--- config.mk ---
export PLATFORM = sky130hd
export DESIGN_NAME = prime_sum_up_to_n
export DESIGN_NICKNAME = d
export VERILOG_FILES = /design/src/rtl/psum_pkg.sv /design/src/rtl/psum_ctrl.sv /design/src/rtl/psum_dpath.sv /design/src/rtl/prime_sum_up_to_n.sv
export SDC_FILE = /design/constraint.sdc
export NUM_CORES = 1
export LEC_CHECK = 0
export ABC_AREA = 0
export BUFFER_PORTS_ARGS = -buffer_cell sky130_fd_sc_hd__buf_4
export CAP_MARGIN = 20
export CORE_MARGIN = 2
export CORE_UTILIZATION = 50
export CTS_CLUSTER_SIZE = 12
export DETAILED_ROUTE_END_ITERATION = 12
export PLACE_DENSITY = 0.74
export SLEW_MARGIN = 20
export SYNTH_ARGS = -nofsm -noshare
export SYNTH_HDL_FRONTEND = slang
export SYNTH_SLANG_ARGS = --single-unit
--- constraint.sdc ---
create_clock -name clock -period 9.4 [get_ports clock]
set_input_delay 0.94 -clock clock [delete_from_list [all_inputs] [get_ports clock]]
set_output_delay 0.94 -clock clock [all_outputs]
set_load 0.005 [all_outputs]
--- src/rtl/psum_pkg.sv ---
// Shared types and constants for the prime sum block.
package psum_pkg;

   localparam int LIMIT_WIDTH = 16;
   localparam int SUM_BITS    = 32;

   typedef enum logic [2:0] {
      ST_IDLE,
      ST_CAND,
      ST_TEST,
      ST_DIV,
      ST_REM,
      ST_FINISH
   } state_type;

   // Commands from controller to datapath; at most one is set per cycle.
   typedef struct packed {
      logic load;
      logic cand_init;
      logic add_next;
      logic skip_next;
      logic div_start;
      logic div_step;
      logic d_next;
      logic publish;
   } cmd_type;

   // Status from datapath to controller.
   typedef struct packed {
      logic scan_done;
      logic sq_above;
      logic div_last;
      logic rem_zero;
      logic slot_free;
   } status_type;

endpackage

--- src/rtl/psum_ctrl.sv ---
// Controller state machine for the prime sum block.
module psum_ctrl (
   input  logic                clock,
   input  logic                reset,
   input  logic                req_valid,
   output logic                req_ready,
   input  psum_pkg::status_type status,
   output psum_pkg::cmd_type    cmd
);
   import psum_pkg::*;

   state_type state_ff, state_in;

   always_ff @(posedge clock) begin
      if (reset) begin
         state_ff <= ST_IDLE;
      end else begin
         state_ff <= state_in;
      end
   end

   always_comb begin
      state_in  = state_ff;
      cmd       = '0;
      req_ready = 1'b0;
      unique case (state_ff)
         ST_IDLE: begin
            req_ready = 1'b1;
            if (req_valid) begin
               cmd.load = 1'b1;
               state_in = ST_CAND;
            end
         end
         ST_CAND: begin
            if (status.scan_done) begin
               state_in = ST_FINISH;
            end else begin
               cmd.cand_init = 1'b1;
               state_in      = ST_TEST;
            end
         end
         ST_TEST: begin
            // no divisor left with d*d <= k: candidate is prime
            if (status.sq_above) begin
               cmd.add_next = 1'b1;
               state_in     = ST_CAND;
            end else begin
               cmd.div_start = 1'b1;
               state_in      = ST_DIV;
            end
         end
         ST_DIV: begin
            cmd.div_step = 1'b1;
            if (status.div_last) begin
               state_in = ST_REM;
            end
         end
         ST_REM: begin
            if (status.rem_zero) begin
               cmd.skip_next = 1'b1;
               state_in      = ST_CAND;
            end else begin
               cmd.d_next = 1'b1;
               state_in   = ST_TEST;
            end
         end
         ST_FINISH: begin
            if (status.slot_free) begin
               cmd.publish = 1'b1;
               state_in    = ST_IDLE;
            end
         end
         default: begin
            state_in = ST_IDLE;
         end
      endcase
   end

endmodule

--- src/rtl/psum_dpath.sv ---
// Datapath for the prime sum block: candidate, divisor, remainder unit, sum, output register.
module psum_dpath #(
   parameter int LIM_BITS = 16
) (
   input  logic                               clock,
   input  logic                               reset,
   input  logic                               req_has_value,
   input  logic [psum_pkg::LIMIT_WIDTH-1:0]   req_limit_value,
   input  psum_pkg::cmd_type                  cmd,
   output psum_pkg::status_type               status,
   output logic                               rsp_valid,
   input  logic                               rsp_ready,
   output logic [psum_pkg::SUM_BITS-1:0]      rsp_prime_sum
);
   import psum_pkg::*;

   localparam int SQ_BITS  = 2 * LIM_BITS;
   localparam int CNT_BITS = $clog2(LIM_BITS);

   logic [LIM_BITS-1:0] limit_ff;
   logic                no_scan_ff;
   logic [LIM_BITS:0]   k_ff;
   logic [LIM_BITS-1:0] d_ff;
   logic [SQ_BITS-1:0]  sq_ff;
   logic [LIM_BITS-1:0] q_ff;
   logic [LIM_BITS-1:0] r_ff;
   logic [CNT_BITS-1:0] cnt_ff;
   logic [SUM_BITS-1:0] sum_ff;
   logic                rsp_valid_ff;
   logic [SUM_BITS-1:0] rsp_sum_ff;

   logic [LIM_BITS-1:0] limit_in;
   logic [LIM_BITS:0]   trial;
   logic [LIM_BITS-1:0] r_in;

   assign limit_in = req_limit_value[LIM_BITS-1:0];

   // one restoring step: shift in the next dividend bit, subtract if it fits
   assign trial = {r_ff, q_ff[LIM_BITS-1]};
   assign r_in  = (trial >= {1'b0, d_ff}) ? LIM_BITS'(trial - {1'b0, d_ff})
                                          : trial[LIM_BITS-1:0];

   always_ff @(posedge clock) begin
      if (cmd.load) begin
         limit_ff   <= limit_in;
         no_scan_ff <= ~req_has_value | (limit_in < LIM_BITS'(2));
         sum_ff     <= (req_has_value && limit_in == LIM_BITS'(1)) ? SUM_BITS'(1)
                                                                   : '0;
         k_ff       <= (LIM_BITS + 1)'(2);
      end
      if (cmd.cand_init) begin
         d_ff  <= LIM_BITS'(2);
         sq_ff <= SQ_BITS'(4);
      end
      if (cmd.add_next) begin
         sum_ff <= sum_ff + SUM_BITS'(k_ff);
         k_ff   <= k_ff + (LIM_BITS + 1)'(1);
      end
      if (cmd.skip_next) begin
         k_ff <= k_ff + (LIM_BITS + 1)'(1);
      end
      if (cmd.div_start) begin
         q_ff   <= k_ff[LIM_BITS-1:0];
         r_ff   <= '0;
         cnt_ff <= CNT_BITS'(LIM_BITS - 1);
      end
      if (cmd.div_step) begin
         r_ff   <= r_in;
         q_ff   <= {q_ff[LIM_BITS-2:0], 1'b0};
         cnt_ff <= cnt_ff - CNT_BITS'(1);
      end
      if (cmd.d_next) begin
         // (d+1)^2 = d^2 + 2d + 1
         d_ff  <= d_ff + LIM_BITS'(1);
         sq_ff <= sq_ff + SQ_BITS'({d_ff, 1'b0}) + SQ_BITS'(1);
      end
      if (cmd.publish) begin
         rsp_sum_ff <= sum_ff;
      end
   end

   always_ff @(posedge clock) begin
      if (reset) begin
         rsp_valid_ff <= 1'b0;
      end else if (cmd.publish) begin
         rsp_valid_ff <= 1'b1;
      end else if (rsp_ready) begin
         rsp_valid_ff <= 1'b0;
      end
   end

   assign status.scan_done = no_scan_ff | (k_ff > {1'b0, limit_ff});
   assign status.sq_above  = sq_ff > SQ_BITS'(k_ff);
   assign status.div_last  = (cnt_ff == '0);
   assign status.rem_zero  = (r_ff == '0);
   assign status.slot_free = ~rsp_valid_ff | rsp_ready;

   assign rsp_valid     = rsp_valid_ff;
   assign rsp_prime_sum = rsp_sum_ff;

endmodule

--- src/rtl/prime_sum_up_to_n.sv ---
// Top level of the prime sum block: controller plus datapath.
//
// Usage:
//   Request channel (req_valid/req_ready) carries req_has_value and
//   req_limit_value. Each transaction yields exactly one response transaction
//   on rsp_valid/rsp_ready carrying rsp_prime_sum, the sum of all primes
//   from 2 up to the limit. No number (has_value low) or a limit of 0 gives 0,
//   and a limit of exactly 1 gives 1.
//   Only the low min(VALUE_BITS,16) bits of the limit are used.
//   Primality of each candidate k is decided by trial division, one divisor
//   at a time, through a bit-serial remainder unit that retires one dividend
//   bit per cycle. Each divisor passes through a test, LIM_BITS remainder
//   steps and a check of the remainder; each candidate also passes through a
//   setup state, and a prime ends with one more test.
//   One request is worked at a time; req_ready is high only while idle.
//   The result sits in an output register, so a new request is taken while
//   the previous response still waits; a finished result then holds until
//   the receiver frees the register.
//   Reset (synchronous, active high) returns the controller to idle and drops
//   any pending response.
module prime_sum_up_to_n #(
   parameter int VALUE_BITS = 16
) (
   input  logic                             clock,
   input  logic                             reset,
   input  logic                             req_valid,
   output logic                             req_ready,
   input  logic                             req_has_value,
   input  logic [psum_pkg::LIMIT_WIDTH-1:0] req_limit_value,
   output logic                             rsp_valid,
   input  logic                             rsp_ready,
   output logic [psum_pkg::SUM_BITS-1:0]    rsp_prime_sum
);
   import psum_pkg::*;

   // the limit field is 16 bits wide, so wider settings use all of it
   localparam int LIM_BITS = (VALUE_BITS < LIMIT_WIDTH) ? VALUE_BITS : LIMIT_WIDTH;

   cmd_type    cmd;
   status_type status;

   psum_ctrl u_ctrl (
      .clock     (clock),
      .reset     (reset),
      .req_valid (req_valid),
      .req_ready (req_ready),
      .status    (status),
      .cmd       (cmd)
   );

   psum_dpath #(
      .LIM_BITS (LIM_BITS)
   ) u_dpath (
      .clock           (clock),
      .reset           (reset),
      .req_has_value   (req_has_value),
      .req_limit_value (req_limit_value),
      .cmd             (cmd),
      .status          (status),
      .rsp_valid       (rsp_valid),
      .rsp_ready       (rsp_ready),
      .rsp_prime_sum   (rsp_prime_sum)
   );

endmodule
Yosys cells after proc, flatten, opt, wreduce, memory -nomap -nowiden
Cells that the tools add are included.
{ "word_totals": {"ff_bits": 186, "input_bits": 21} }
{ "classes": {"add_sub_neg": 7, "n_lt_le_gt_ge": 4, "eq_ne": 9, "n_mux": 42, "n_bitwise": 5, "reduce_logical": 10} }
{ "ops": {"columns": ["op", "count"], "rows": [
  ["32-bit 2-to-1 mux", 4],
  ["16-bit 2-to-1 mux", 7],
  ["32-bit by 17-bit adder with 32-bit output", 2],
  ["17-bit 2-to-1 mux", 3],
  ["32-bit by 1-bit adder with 32-bit output (second input constant)", 1],
  ["32-bit by 17-bit greater-than comparator with 1-bit output", 1],
  ["1-bit 2-to-1 mux", 19],
  ["3-bit one-hot mux with 6 select lines", 1],
  ["17-bit by 1-bit adder with 17-bit output (second input constant)", 1],
  ["17-bit by 16-bit greater-or-equal comparator with 1-bit output", 1],
  ["17-bit by 16-bit greater-than comparator with 1-bit output", 1],
  ["16-bit by 1-bit adder with 16-bit output (second input constant)", 1],
  ["16-bit by 1-bit == test with 1-bit output (second input constant)", 1],
  ["16-bit zero test", 1],
  ["16-bit by 2-bit less-than comparator with 1-bit output (second input constant)", 1],
  ["16-bit subtractor", 1],
  ["3-bit 2-to-1 mux", 4],
  ["4-bit 2-to-1 mux", 2],
  ["2-bit nonzero test", 4],
  ["3-bit by 2-bit == test with 1-bit output (second input constant)", 2],
  ["3-bit == test (second input constant)", 2],
  ["2-bit inequality test (second input constant)", 3],
  ["4-bit zero test", 1],
  ["2-bit 2-to-1 mux", 2],
  ["8 further kinds", 11]
]} }

Depth between registers and ports, before layout
Gate-level depths: netlist (run 1).
{ "logic_depth": {"ltp_word": 6, "depth_mapped": 11, "depth_no_buf": 10} }

Hierarchy
Synthesis (run 1) repeated with hierarchy kept, for this count alone.
{ "hier_totals": {"cells_unflattened": 1064, "hier_area_um2": 11320.9} }
{ "by_module_without_submodules": {"columns": ["mod", "n_inst", "cells_per_inst", "area_per_inst_um2", "seq_area_each_um2"], "rows": [
  ["psum_dpath", 1, 1027, 11024.3, 5475.3],
  ["psum_ctrl", 1, 37, 296.5, 60.1]
]} }

Worst setup path after synthesis (run 1)
OpenSTA, ideal clock, no wires.
{ "synth_path": {"kind": "register -> register", "startpoint": "reg u_dpath.k_ff[1]", "endpoint": "reg u_dpath.cnt_ff[0], enable pin", "setup_time_ps": 394, "arrival_time_ps": 3031, "slack_ps": 5975, "stages_incl_launch_ff": 9, "synth_period_minus_slack_ps": 3425, "path_cell_list": "edfxtp_1 > inv_1 > ha_1 > nor2b_1 > o211ai_1 > a21oi_2 > or4_4 > a211oi_4 > or2_1"} }
{ "synth_between": {"elab_chain_len": 4} }
{ "synth_lines": {"columns": ["element", "line_no", "text"], "rows": [
  ["start: declaration", "psum_dpath.sv:22", "logic [LIM_BITS:0] k_ff;"],
  ["start signal: assignment", "psum_dpath.sv:49", "k_ff <= (LIM_BITS + 1)'(2);"],
  ["start signal: assignment", "psum_dpath.sv:57", "k_ff <= k_ff + (LIM_BITS + 1)'(1);"],
  ["start signal: assignment", "psum_dpath.sv:60", "k_ff <= k_ff + (LIM_BITS + 1)'(1);"],
  ["32-bit by 17-bit greater-than comparator with 1-bit output", "psum_dpath.sv:93", "assign status.sq_above = sq_ff > SQ_BITS'(k_ff);"],
  ["1-bit 2-to-1 mux", "psum_ctrl.sv:44", "if (status.sq_above) begin"],
  ["1-bit 2-to-1 mux", "psum_ctrl.sv:26", "unique case (state_ff)"],
  ["2-bit nonzero test (no source line)", null, null],
  ["end signal: assignment", "psum_dpath.sv:65", "cnt_ff <= CNT_BITS'(LIM_BITS - 1);"],
  ["end signal: assignment", "psum_dpath.sv:70", "cnt_ff <= cnt_ff - CNT_BITS'(1);"],
  ["end: declaration", "psum_dpath.sv:27", "logic [CNT_BITS-1:0] cnt_ff;"]
]} }
Every way passes these cells.
A chain may end at the register's enable or synchronous reset.

Final worst setup path (run 1)
{ "layout_path": {"startpoint": "reg u_dpath.k_ff[1]", "endpoint": "reg u_dpath.k_ff[14], enable pin"} }
{ "layout_between": {"elab_chain_len": 4} }
{ "layout_lines": {"columns": ["element", "line_no"], "rows": [
  ["32-bit by 17-bit greater-than comparator with 1-bit output", "psum_dpath.sv:93"],
  ["1-bit 2-to-1 mux", "psum_ctrl.sv:44"],
  ["1-bit 2-to-1 mux", "psum_ctrl.sv:26"],
  ["3-bit nonzero test (no source line)", null]
]} }
Every way passes these cells.

==> flow_summary.ini, run 1 <==
[setup_path]
worstSetupStartpoint = u_dpath.k_ff[1]
crit_type = reg -> reg
r2r-start = u_dpath.k_ff[1]
crit_required_ns = 9.41
reg2reg_slack_ns = 5.31
crit_arrival_ns = 4.10
cp_max_fo = 18
r2r_cells = 9
critPathLaunchType = flip-flop
r2r-end = u_dpath.k_ff[14]
endpoint = u_dpath.k_ff[14]
cp-end-kind = flip-flop

[run_status]
outcome = completed

[synthesis]
synth_top_family_by_area = simple AND/OR/NAND/NOR gates
syn_inst = 1052
syn_avg_cell_area_um2 = 10.7
ys_warn_count = 0
synth-main-ff-cell = edfxtp_1
synth_edf_count = 181
yosysSeqAreaShare_pct = 49.2
synthTopCellsByArea = edfxtp_1, ha_1, xnor2_1
synth_top_area_share_pct = 48.3
synth_area_leader_cell = edfxtp_1
synth-simple-area-share_pct = 16.7
synth-compound-area-share_pct = 13.6
synth_area_mm2 = 0.0113
synth_fa_ha_area_share_pct = 9.98
synthMuxAreaShare_pct = 1.21
postSynth.asyncResetShare_pct = 0
ys_seq_elements = 186
syn_nets = 1161
synth_cell_types = 71
synth_xor_area_share_pct = 5.76

[detailed_routing]
routed_wl_um = 23500
vias_per_cell = 5.80
wl_met1_um = 10800
wl_met2_um = 11300
postRouteAntennaNets = 0
first_iter_violations = 590
drt-pass1-iter-count = 4
wl_per_cell_um = 16.8
met3WireLength_um = 844
vias = 8100
top_layer_used = met4
drc = 0

[clocking]
root_buffer = clkbuf_16
post-cts-setup-buffers = 0
numCtsBuffers = 17
clock_path_buffers = 2
clkLatencyLatePin_ns = 0.44
cts_resized = 0
clock_sinks = 186
cts_hold_buf = 0
path_clk_slew_ns = 0.08
cts_htree_levels = 4
cts_tree = built

[timing]
rsz0062_at_grt = false
setup_viol = 0
setup_tns_ns = 0
hold_violations = 0
finalCritPeriodShare_pct = 43.5
fin_crit_ns = 4.09
fmax_mhz = 244
worst_pin_slew_ns = 1.04
holdWs_ns = 0.472
skew_ns = 0.0127
max-slew-margin-rel_pct = 30.7
finalMaxSlewViolations = 0

[placed_design]
gp_congestion = 0.938
io_buffers = 54
dp_hpwl_um = 17500

[floorplan]
fp.dieH_um = 154
io_pins = 55
dieArea_mm2 = 0.0237
rows = 54
die_w_um = 154
initial_core_util_pct = 51.3
coreArea_mm2 = 0.0220

[global_routing]
grt_use_total_pct = 20.1
antenna_found_initial = 0
grt_first_pass_wirelength_um = 38300
overflow = 0
grt_max_degree = 49
grt_pass1_vias = 7757

[flow_run]
cap_viol_max_count = 0

[power]
power.density_mw_per_mm2 = 212
p_sw_share_pct = 34.4
p_sw_uw = 913
vdd_drop_max_uv = 137
leakage_nw = 4.71
power_frac_seq_pct = 43.8
p_clk_share_pct = 27.6
p_int_mw = 1.74
comb_power_share_pct = 28.6

[finish]
final_nets = 1213
drive_above_1_share_pct = 11.3
area_growth_pct = 11.2
antenna_cells = 0

[min_path]
hold_path_class = reg -> reg
min_from = u_dpath.sum_ff[7]
metrics by stage:
step           area (µm²)  std cells  total power [mW]  setup slack (ns)  utilization, %
6_report            12500       1397              2.65              5.31            57.0
5_1_grt             12500       1397              2.81              5.07            57.0
4_1_cts             12500       1397              2.66              5.31            57.0
3_5_place_dp        11900       1365              1.93              5.34            54.3
3_3_place_gp        11900       1365              1.91              5.42            54.3
2_1_floorplan       11300       1052              1.73              5.98               -
synthesized netlist by cell type (5+ instances only):
library cell,instances
edfxtp_1,181
nor2_1,121
ha_1,85
inv_1,67
a21oi_1,63
xnor2_1,57
nand2_1,54
nand3_1,43
o21ai_0,35
nor3_1,27
nor4_1,22
nand2b_1,20
a31oi_1,19
nand4_1,19
xor2_1,17
a211oi_1,16
a21o_1,15
a22o_1,15
clkbuf_1,13
mux2i_1,11
nor2b_1,10
o21a_1,10
and3_1,9
buf_2,8
nor2_4,8
or3_1,8
and2_1,6
o21ai_1,6
a41o_1,5
dfxtp_1,5
worst max-delay path, cell delays in order (launching register included):
cell	delay, ns
edfxtp_1	0.53
inv_1	0.15
ha_1	0.31
nor2b_1	0.13
o211ai_1	0.22
a21oi_2	0.08
or4_4	0.54
a21oi_2	0.19
a211o_1	0.81
nand2_1	0.69
power groups by stage:
stage,combinational [mW],sequential [mW],clock [mW]
after floorplan,0.601,1.13,0
after global placement,0.737,1.17,0
after detailed placement,0.752,1.18,0
after CTS,0.757,1.16,0.745
after global routing,0.853,1.17,0.779
final,0.758,1.16,0.731
layout make-up:
type                    instances  area [µm²]
clock buffers                  17         425
multi-input cells             772        5330
well taps                     280         350
flip-flops and latches        186        5540
fillers                      1840        9440
repair buffers                 60         450
inverters                      67         251
clock inverters                15         173
registers in the layout (all words and copies together) (netlist names):
name	count
u_dpath.d_ff	16
u_dpath.r_ff	16
u_dpath.cnt_ff	4
u_dpath.rsp_prime_sum	32
u_dpath.no_scan_ff	1
u_ctrl.state_ff	3
u_dpath.q_ff	16
u_dpath.sq_ff	32
u_dpath.rsp_valid	1
u_dpath.limit_ff	16
u_dpath.sum_ff	32
u_dpath.k_ff	17
kinds of logic after synthesis:
group	Yosys count
simple gates	371
compound gates	226
flops	186
buf+inv	94
fa+ha+maj	88
xor+xnor	74
mux	13
worst min path at each step:
stage                                 to  slack [ns]  cells past startpoint
3_3_place_gp   u_dpath.rsp_prime_sum[31]        0.45                      0
6_report        u_dpath.rsp_prime_sum[7]        0.47                      0
2_1_floorplan   u_dpath.rsp_prime_sum[0]        0.43                      0
5_1_grt         u_dpath.rsp_prime_sum[3]        0.50                      0
4_1_cts         u_dpath.rsp_prime_sum[7]        0.48                      0
3_5_place_dp    u_dpath.rsp_prime_sum[2]        0.46                      0
layout by cell type (no fill, tap or decap), types with 11 or more instances in the layout:
| cell type | count |
|---|---|
| nor2_1 | 121 |
| xor2_1 | 17 |
| a21o_1 | 15 |
| nand2b_1 | 20 |
| inv_1 | 67 |
| a211oi_1 | 16 |
| clkbuf_16 | 17 |
| nor3_1 | 26 |
| ha_1 | 85 |
| nand4_1 | 19 |
| mux2i_1 | 11 |
| xnor2_1 | 57 |
| nand3_1 | 43 |
| o21ai_0 | 35 |
| a31oi_1 | 19 |
| a22o_1 | 15 |
| nand2_1 | 53 |
| buf_4 | 60 |
| edfxtp_1 | 181 |
| a21oi_1 | 63 |
| nor4_1 | 22 |
metal layers:
layer  global-route usage [%]  vias to the layer above
li1                         -                     4022
met3                     3.41                       38
met2                     33.3                      169
met5                        0                        -
met1                     26.9                     3871
met4                     7.08                        0
Note: power is estimated with default switching activity, not from simulation.
==> run 2, diff against run 1 <==
--- a/config.mk
+++ b/config.mk
@@ -5,14 +5,14 @@
 export SDC_FILE = /design/constraint.sdc
 export NUM_CORES = 1
 export LEC_CHECK = 0
-export ABC_AREA = 0
+export ABC_AREA = 1
 export BUFFER_PORTS_ARGS = -buffer_cell sky130_fd_sc_hd__buf_4
 export CAP_MARGIN = 20
 export CORE_MARGIN = 2
 export CORE_UTILIZATION = 50
 export CTS_CLUSTER_SIZE = 12
 export DETAILED_ROUTE_END_ITERATION = 12
-export PLACE_DENSITY = 0.74
+export PLACE_DENSITY = 0.77
 export SLEW_MARGIN = 20
 export SYNTH_ARGS = -nofsm -noshare
 export SYNTH_HDL_FRONTEND = slang
==> constraint.sdc (replaced) <==
create_clock -name clock -period 3.4 [get_ports clock]
set_input_delay 0.34 -clock clock [delete_from_list [all_inputs] [get_ports clock]]
set_output_delay 0.34 -clock clock [all_outputs]
set_load 0.005 [all_outputs]
==> run 2 against run 1 <==
Net effect:
- via count is 19% higher
- setup slack worse by 4.7 ns
- final area is 5.5% higher
- hold slack worse by 0.39 ns
- clock power grew to 2.8 times the previous value
- area after synthesis is 4.9% higher
- flip-flop and latch count stayed put
- largest power group unchanged
==> flow_summary.ini, run 2 <==
[synthesis]
synth_top_area_share_pct = 46.0
synth_top_family_by_area = simple AND/OR/NAND/NOR gates
synthTopCellsByArea = edfxtp_1, nand2_1, ha_1
ys_warn_count = 0
synthMuxAreaShare_pct = 0
synth_fa_ha_area_share_pct = 9.51
synth-main-ff-cell = edfxtp_1
ys_seq_elements = 186
synth_edf_count = 181
synth_cell_types = 49
synth-simple-area-share_pct = 24.4
syn_inst = 1361
yosysSeqAreaShare_pct = 46.9
synth_area_mm2 = 0.0118
syn_avg_cell_area_um2 = 8.68
syn_nets = 1470
yosysMostFrequentCell = nand2_1
synth_common_cells = nand2_1, edfxtp_1, nor2_1
synth_area_leader_cell = edfxtp_1
synth_xor_area_share_pct = 2.30
postSynth.asyncResetShare_pct = 0
synth-compound-area-share_pct = 11.0

[clocking]
cts_resized = 0
cts_hold_buf = 0
cts_htree_levels = 4
clock_path_buffers = 2
post-cts-setup-buffers = 0
numCtsBuffers = 17
clkLatencyLatePin_ns = 0.44
root_buffer = clkbuf_16
path_clk_slew_ns = 0.07
clock_sinks = 186
cts_tree = built

[detailed_routing]
drt-pass1-iter-count = 6
postRouteAntennaNets = 0
drc = 0
wl_per_cell_um = 15.2
routed_wl_um = 26700
first_iter_violations = 730
vias_per_cell = 5.45
vias = 9600

[timing]
finalMaxSlewViolations = 0
max-slew-margin-rel_pct = 46.5
setup_tns_ns = 0
worst_pin_slew_ns = 0.800
fmax_mhz = 356
setup_viol = 0
rsz0062_at_grt = false
finalCritPeriodShare_pct = 82.7
fin_ws_ns = 0.588
skew_ns = 0.0142
hold_violations = 0
fin_crit_ns = 2.81

[finish]
final_common_cell = nand2_1
drive_above_1_share_pct = 10.8
final_nets = 1537
mostFrequentLayoutCells = nand2_1, edfxtp_1, nor2_1
utilization_pct = 56.6
area_growth_pct = 11.8
final_cell_area_mm2 = 0.0132
antenna_cells = 0

[setup_path]
max_stage_delay_ns = 0.52
crit_type = reg -> reg
cp_common_cell = nand2_1
cp_max_fo = 32
worstSetupStartpoint = u_dpath.k_ff[9]
crit_buf_inv = 2
r2r_cells = 11
crit_chain = inv_1, ha_1, a21oi_1, o21ai_0, a21oi_1, nand2_1, nand2_1, nand2_2, nand3_4, nand2_1, buf_4
cp-end-kind = flip-flop
crit_family = buffers and inverters
crit_arrival_ns = 2.90
critPathLaunchType = flip-flop
r2r-start = u_dpath.k_ff[9]
crit_cells = 11
slowest_stage = edfxtp_1
crit_required_ns = 3.49

[floorplan]
fp.dieH_um = 158
rows = 56
coreArea_mm2 = 0.0233
dieArea_mm2 = 0.0249
io_pins = 55
die_w_um = 158
initial_core_util_pct = 50.6

[flow_run]
cap_viol_max_count = 0

[power]
power.density_mw_per_mm2 = 523
leakage_nw = 5.48
vdd_drop_max_uv = 329

[global_routing]
grt_first_pass_wirelength_um = 42800
grt_use_total_pct = 21.7
overflow = 0
grt_max_degree = 44
grtUsageMet1_pct = 28.8
met2_usage_pct = 37.3
grt.met3_usage_pct = 2.57
top_usage_layer = met2
antenna_found_initial = 0
grt_pass1_vias = 8847

[min_path]
min_from = req_limit_value[1]
holdPathStages = 1
hold_path_class = in -> reg

[placed_design]
io_buffers = 54
dp_slack_ns = 0.645
dp_hpwl_um = 20300
gp_congestion = 0.939
placedInstanceArea_mm2 = 0.0126

[run_status]
outcome = completed
[run 2: changes by cell type after synthesis, sizes merged, moves of 45 or more]
cell   before  now
o21ai      42   87
inv        67  160
xnor2      57    6
nor2      130  175
a21oi      66  121
nand2      54  302
[run 2: worst paths after layout]
path	endpoint	slack, ns
hold reg to reg	u_dpath.q_ff[0]	0.47
setup reg to reg	u_dpath.sum_ff[5]	0.59
setup / recovery	u_dpath.sum_ff[5]	0.59
hold / removal	u_dpath.limit_ff[1]	0.09
[run 2: layer usage]
layer	share of wire [%]	wire, µm
met3	5.4	1440
met1	44	11900
met4	1.9	507
met5	0	0
met2	48	12900
[run 2: layout make-up]
cell class,count,area [µm²]
clock buffers,17,425
clock inverters,15,180
fillers,2055,10100
inverters,160,601
multi-input cells,1000,5580
flip-flops and latches,186,5540
well taps,319,399
repair buffers,63,485
[run 2: kinds of logic after synthesis]
| group | after synthesis |
|---|---|
| fa+ha+maj | 88 |
| xor+xnor | 31 |
| compound gates | 239 |
| simple gates | 642 |
| flops | 186 |
| buf+inv | 175 |
[run 2: power breakdown]
part / switching [mW] / internal (mW) / total, mW
Clock: 0.980 / 1.06 / 2.04
Combinational: 1.21 / 0.614 / 1.82
Sequential: 0.232 / 2.82 / 3.06
Total: 2.42 / 4.49 / 6.91
[run 2: through the flow]
step | power (mW) | hold slack [ns] | cells
2_1_floorplan | 4.38 | 0.409 | 1361
3_3_place_gp | 4.85 | 0.450 | 1728
3_5_place_dp | 4.90 | 0.455 | 1728
4_1_cts | 6.92 | 0.0742 | 1760
5_1_grt | 7.30 | 0.0762 | 1760
6_report | 6.91 | 0.0859 | 1760
[run 2: worst reg2reg max path, cell delays in order, from the launching register on]
cell and delay (ns):
edfxtp_1 0.52, inv_1 0.22, ha_1 0.34, a21oi_1 0.06
o21ai_0 0.26, a21oi_1 0.11, nand2_1 0.08, nand2_1 0.06
nand2_2 0.10, nand3_4 0.19, nand2_1 0.12, buf_4 0.40
==> run 3, diff against run 2 <==
--- a/config.mk
+++ b/config.mk
@@ -12,7 +12,7 @@
 export CORE_UTILIZATION = 50
 export CTS_CLUSTER_SIZE = 12
 export DETAILED_ROUTE_END_ITERATION = 12
-export PLACE_DENSITY = 0.77
+export PLACE_DENSITY = 0.74
 export SLEW_MARGIN = 20
 export SYNTH_ARGS = -nofsm -noshare
 export SYNTH_HDL_FRONTEND = slang
==> constraint.sdc (replaced) <==
create_clock -name clock -period 2.61 [get_ports clock]
set_input_delay 0.261 -clock clock [delete_from_list [all_inputs] [get_ports clock]]
set_output_delay 0.261 -clock clock [all_outputs]
set_load 0.005 [all_outputs]
==> run 3 against run 2 <==
Net effect:
- final cell count is 1.3% higher
- routed wire length rose by 1.7%
- sequential power up 29%
- largest cell class unchanged
- clock power rose by 32%
- non-clock buffer count rose by 23
- critical path depth fell by 1
- largest power group unchanged
==> flow_summary.ini, run 3 (synthesis results as in run 2) <==
[finish]
area_growth_pct = 13.9
final_common_cell = nand2_1
fillers = 2025
final_nets = 1560
antenna_cells = 0
mostFrequentLayoutCells = nand2_1, edfxtp_1, nor2_1
drive_above_1_share_pct = 12.4

[global_routing]
antenna_found_initial = 0
grt_use_total_pct = 22.3
grt_pass1_vias = 9157
grtUsageMet1_pct = 28.6
overflow = 0
met2_usage_pct = 37.8
grt_max_degree = 49
grt.met3_usage_pct = 2.96
top_usage_layer = met2
grt_first_pass_wirelength_um = 43800

[power]
power.total_mw = 9.16
leakage_nw = 5.62
power_frac_seq_pct = 43.2
p_clk_share_pct = 29.5
p_int_mw = 6.09
power.density_mw_per_mm2 = 681
vdd_drop_max_uv = 379
p_sw_share_pct = 33.6
p_sw_mw = 3.08
comb_power_share_pct = 27.3

[clocking]
numCtsBuffers = 17
cts_resized = 0
cts_hold_buf = 0
post-cts-setup-buffers = 0
clock_path_buffers = 2
clock_sinks = 186
clkLatencyLatePin_ns = 0.44
path_clk_slew_ns = 0.07
cts_tree = built
root_buffer = clkbuf_16
cts_htree_levels = 4

[timing]
skew_ns = 0.0185
fin_crit_ns = 2.39
finalCritPeriodShare_pct = 91.6
setup_viol = 0
max-slew-margin-rel_pct = 58.9
rsz0062_at_grt = false
hold_violations = 0
setup_tns_ns = 0
fmax_mhz = 418
finalMaxSlewViolations = 0
worst_pin_slew_ns = 0.616

[min_path]
hold_end = u_dpath.rsp_valid
holdPathStages = 2
hold_path_class = in -> reg
min_from = reset

[detailed_routing]
first_iter_violations = 667
postRouteAntennaNets = 0
drt-pass1-iter-count = 5
wl_per_cell_um = 15.2
vias = 9678
vias_per_cell = 5.43
routed_wl_um = 27100
drc = 0

[floorplan]
io_pins = 55
coreArea_mm2 = 0.0233
dieArea_mm2 = 0.0249
fp.dieH_um = 158
initial_core_util_pct = 50.6
rows = 56
die_w_um = 158

[setup_path]
crit_required_ns = 2.80
cp-end-kind = flip-flop
max_stage_delay_ns = 0.42
crit_type = reg -> reg
r2r-end = u_dpath.sum_ff[18]
crit_chain = ha_1, inv_1, fa_1, o21ai_2, a21boi_2, o21ai_1, and2_1, o21ai_0, nand2_1, nor2_1
reg2reg_slack_ns = 0.22
crit_family = compound AO/OA/AOI/OAI gates
crit_cells = 10
r2r-start = u_dpath.k_ff[0]
crit_arrival_ns = 2.58
critPathLaunchType = flip-flop
crit_buf_inv = 1
slowest_stage = fa_1
cp_max_fo = 5
r2r_cells = 10

[placed_design]
io_buffers = 54
dp_hpwl_um = 20900
gp_congestion = 0.928

[run_status]
outcome = completed

[flow_run]
cap_viol_max_count = 0
-- run 3: power by group through the flow --
stage	logic (mW)	clock network (mW)	registers (mW)
2_1_floorplan	1.78	0	3.92
3_5_place_dp	2.47	0	4.02
4_1_cts	2.49	2.74	3.95
6_report	2.50	2.70	3.96
5_1_grt	2.82	2.84	3.99
3_3_place_gp	2.41	0	4.01
-- run 3: metal layers --
| metal | up-vias | wire length [µm] |
|---|---|---|
| met5 | - | 0 |
| met4 | 0 | 923 |
| met3 | 58 | 1120 |
| met2 | 272 | 12900 |
| met1 | 4492 | 12200 |
| li1 | 4856 | - |
-- run 3: how the worst max path moves through the flow --
stage,start,endpoint,slack [ns]
global placement,u_dpath.k_ff[2],u_dpath.q_ff[15],0.23
global route,u_dpath.d_ff[2],u_dpath.r_ff[3],0.03
CTS,u_dpath.k_ff[0],u_dpath.sum_ff[18],0.22
detailed placement,u_dpath.k_ff[0],u_dpath.sum_ff[18],0.24
floorplan,u_dpath.k_ff[7],u_dpath.cnt_ff[0],0.05
finish,u_dpath.k_ff[0],u_dpath.sum_ff[18],0.22
-- run 3: final cells by class --
type	count	area [µm²]	area share [%]
well taps	319	399	2.97
clock inverters	15	186	1.39
multi-input cells	1000	5590	41.6
clock buffers	17	425	3.16
flip-flops and latches	186	5540	41.1
inverters	160	601	4.46
repair buffers	86	721	5.35
-- run 3: worst reg2reg max path, delay by kind of cell, from the launching register on --
kind	cells	cell delay, ns
and+or+nand+nor	3	0.29
DFF	1	0.35
adders and majority gates	2	0.59
AOI/OAI and AO/OA	4	0.85
buffers and inverters	1	0.06
-- run 3: through the flow --
| stage | util, % | std cells | area (µm²) | hold slack [ns] | setup WS, ns |
|---|---|---|---|---|---|
| after CTS | 57.7 | 1783 | 13500 | 0.000972 | 0.215 |
| after floorplan | - | 1361 | 11800 | 0.330 | 0.0492 |
| final | 57.7 | 1783 | 13500 | 0.0101 | 0.220 |
| after detailed placement | 55.1 | 1751 | 12800 | 0.447 | 0.242 |
| after global routing | 57.7 | 1783 | 13500 | 0.00320 | 0.0254 |
| after global placement | 55.1 | 1751 | 12800 | 0.436 | 0.232 |
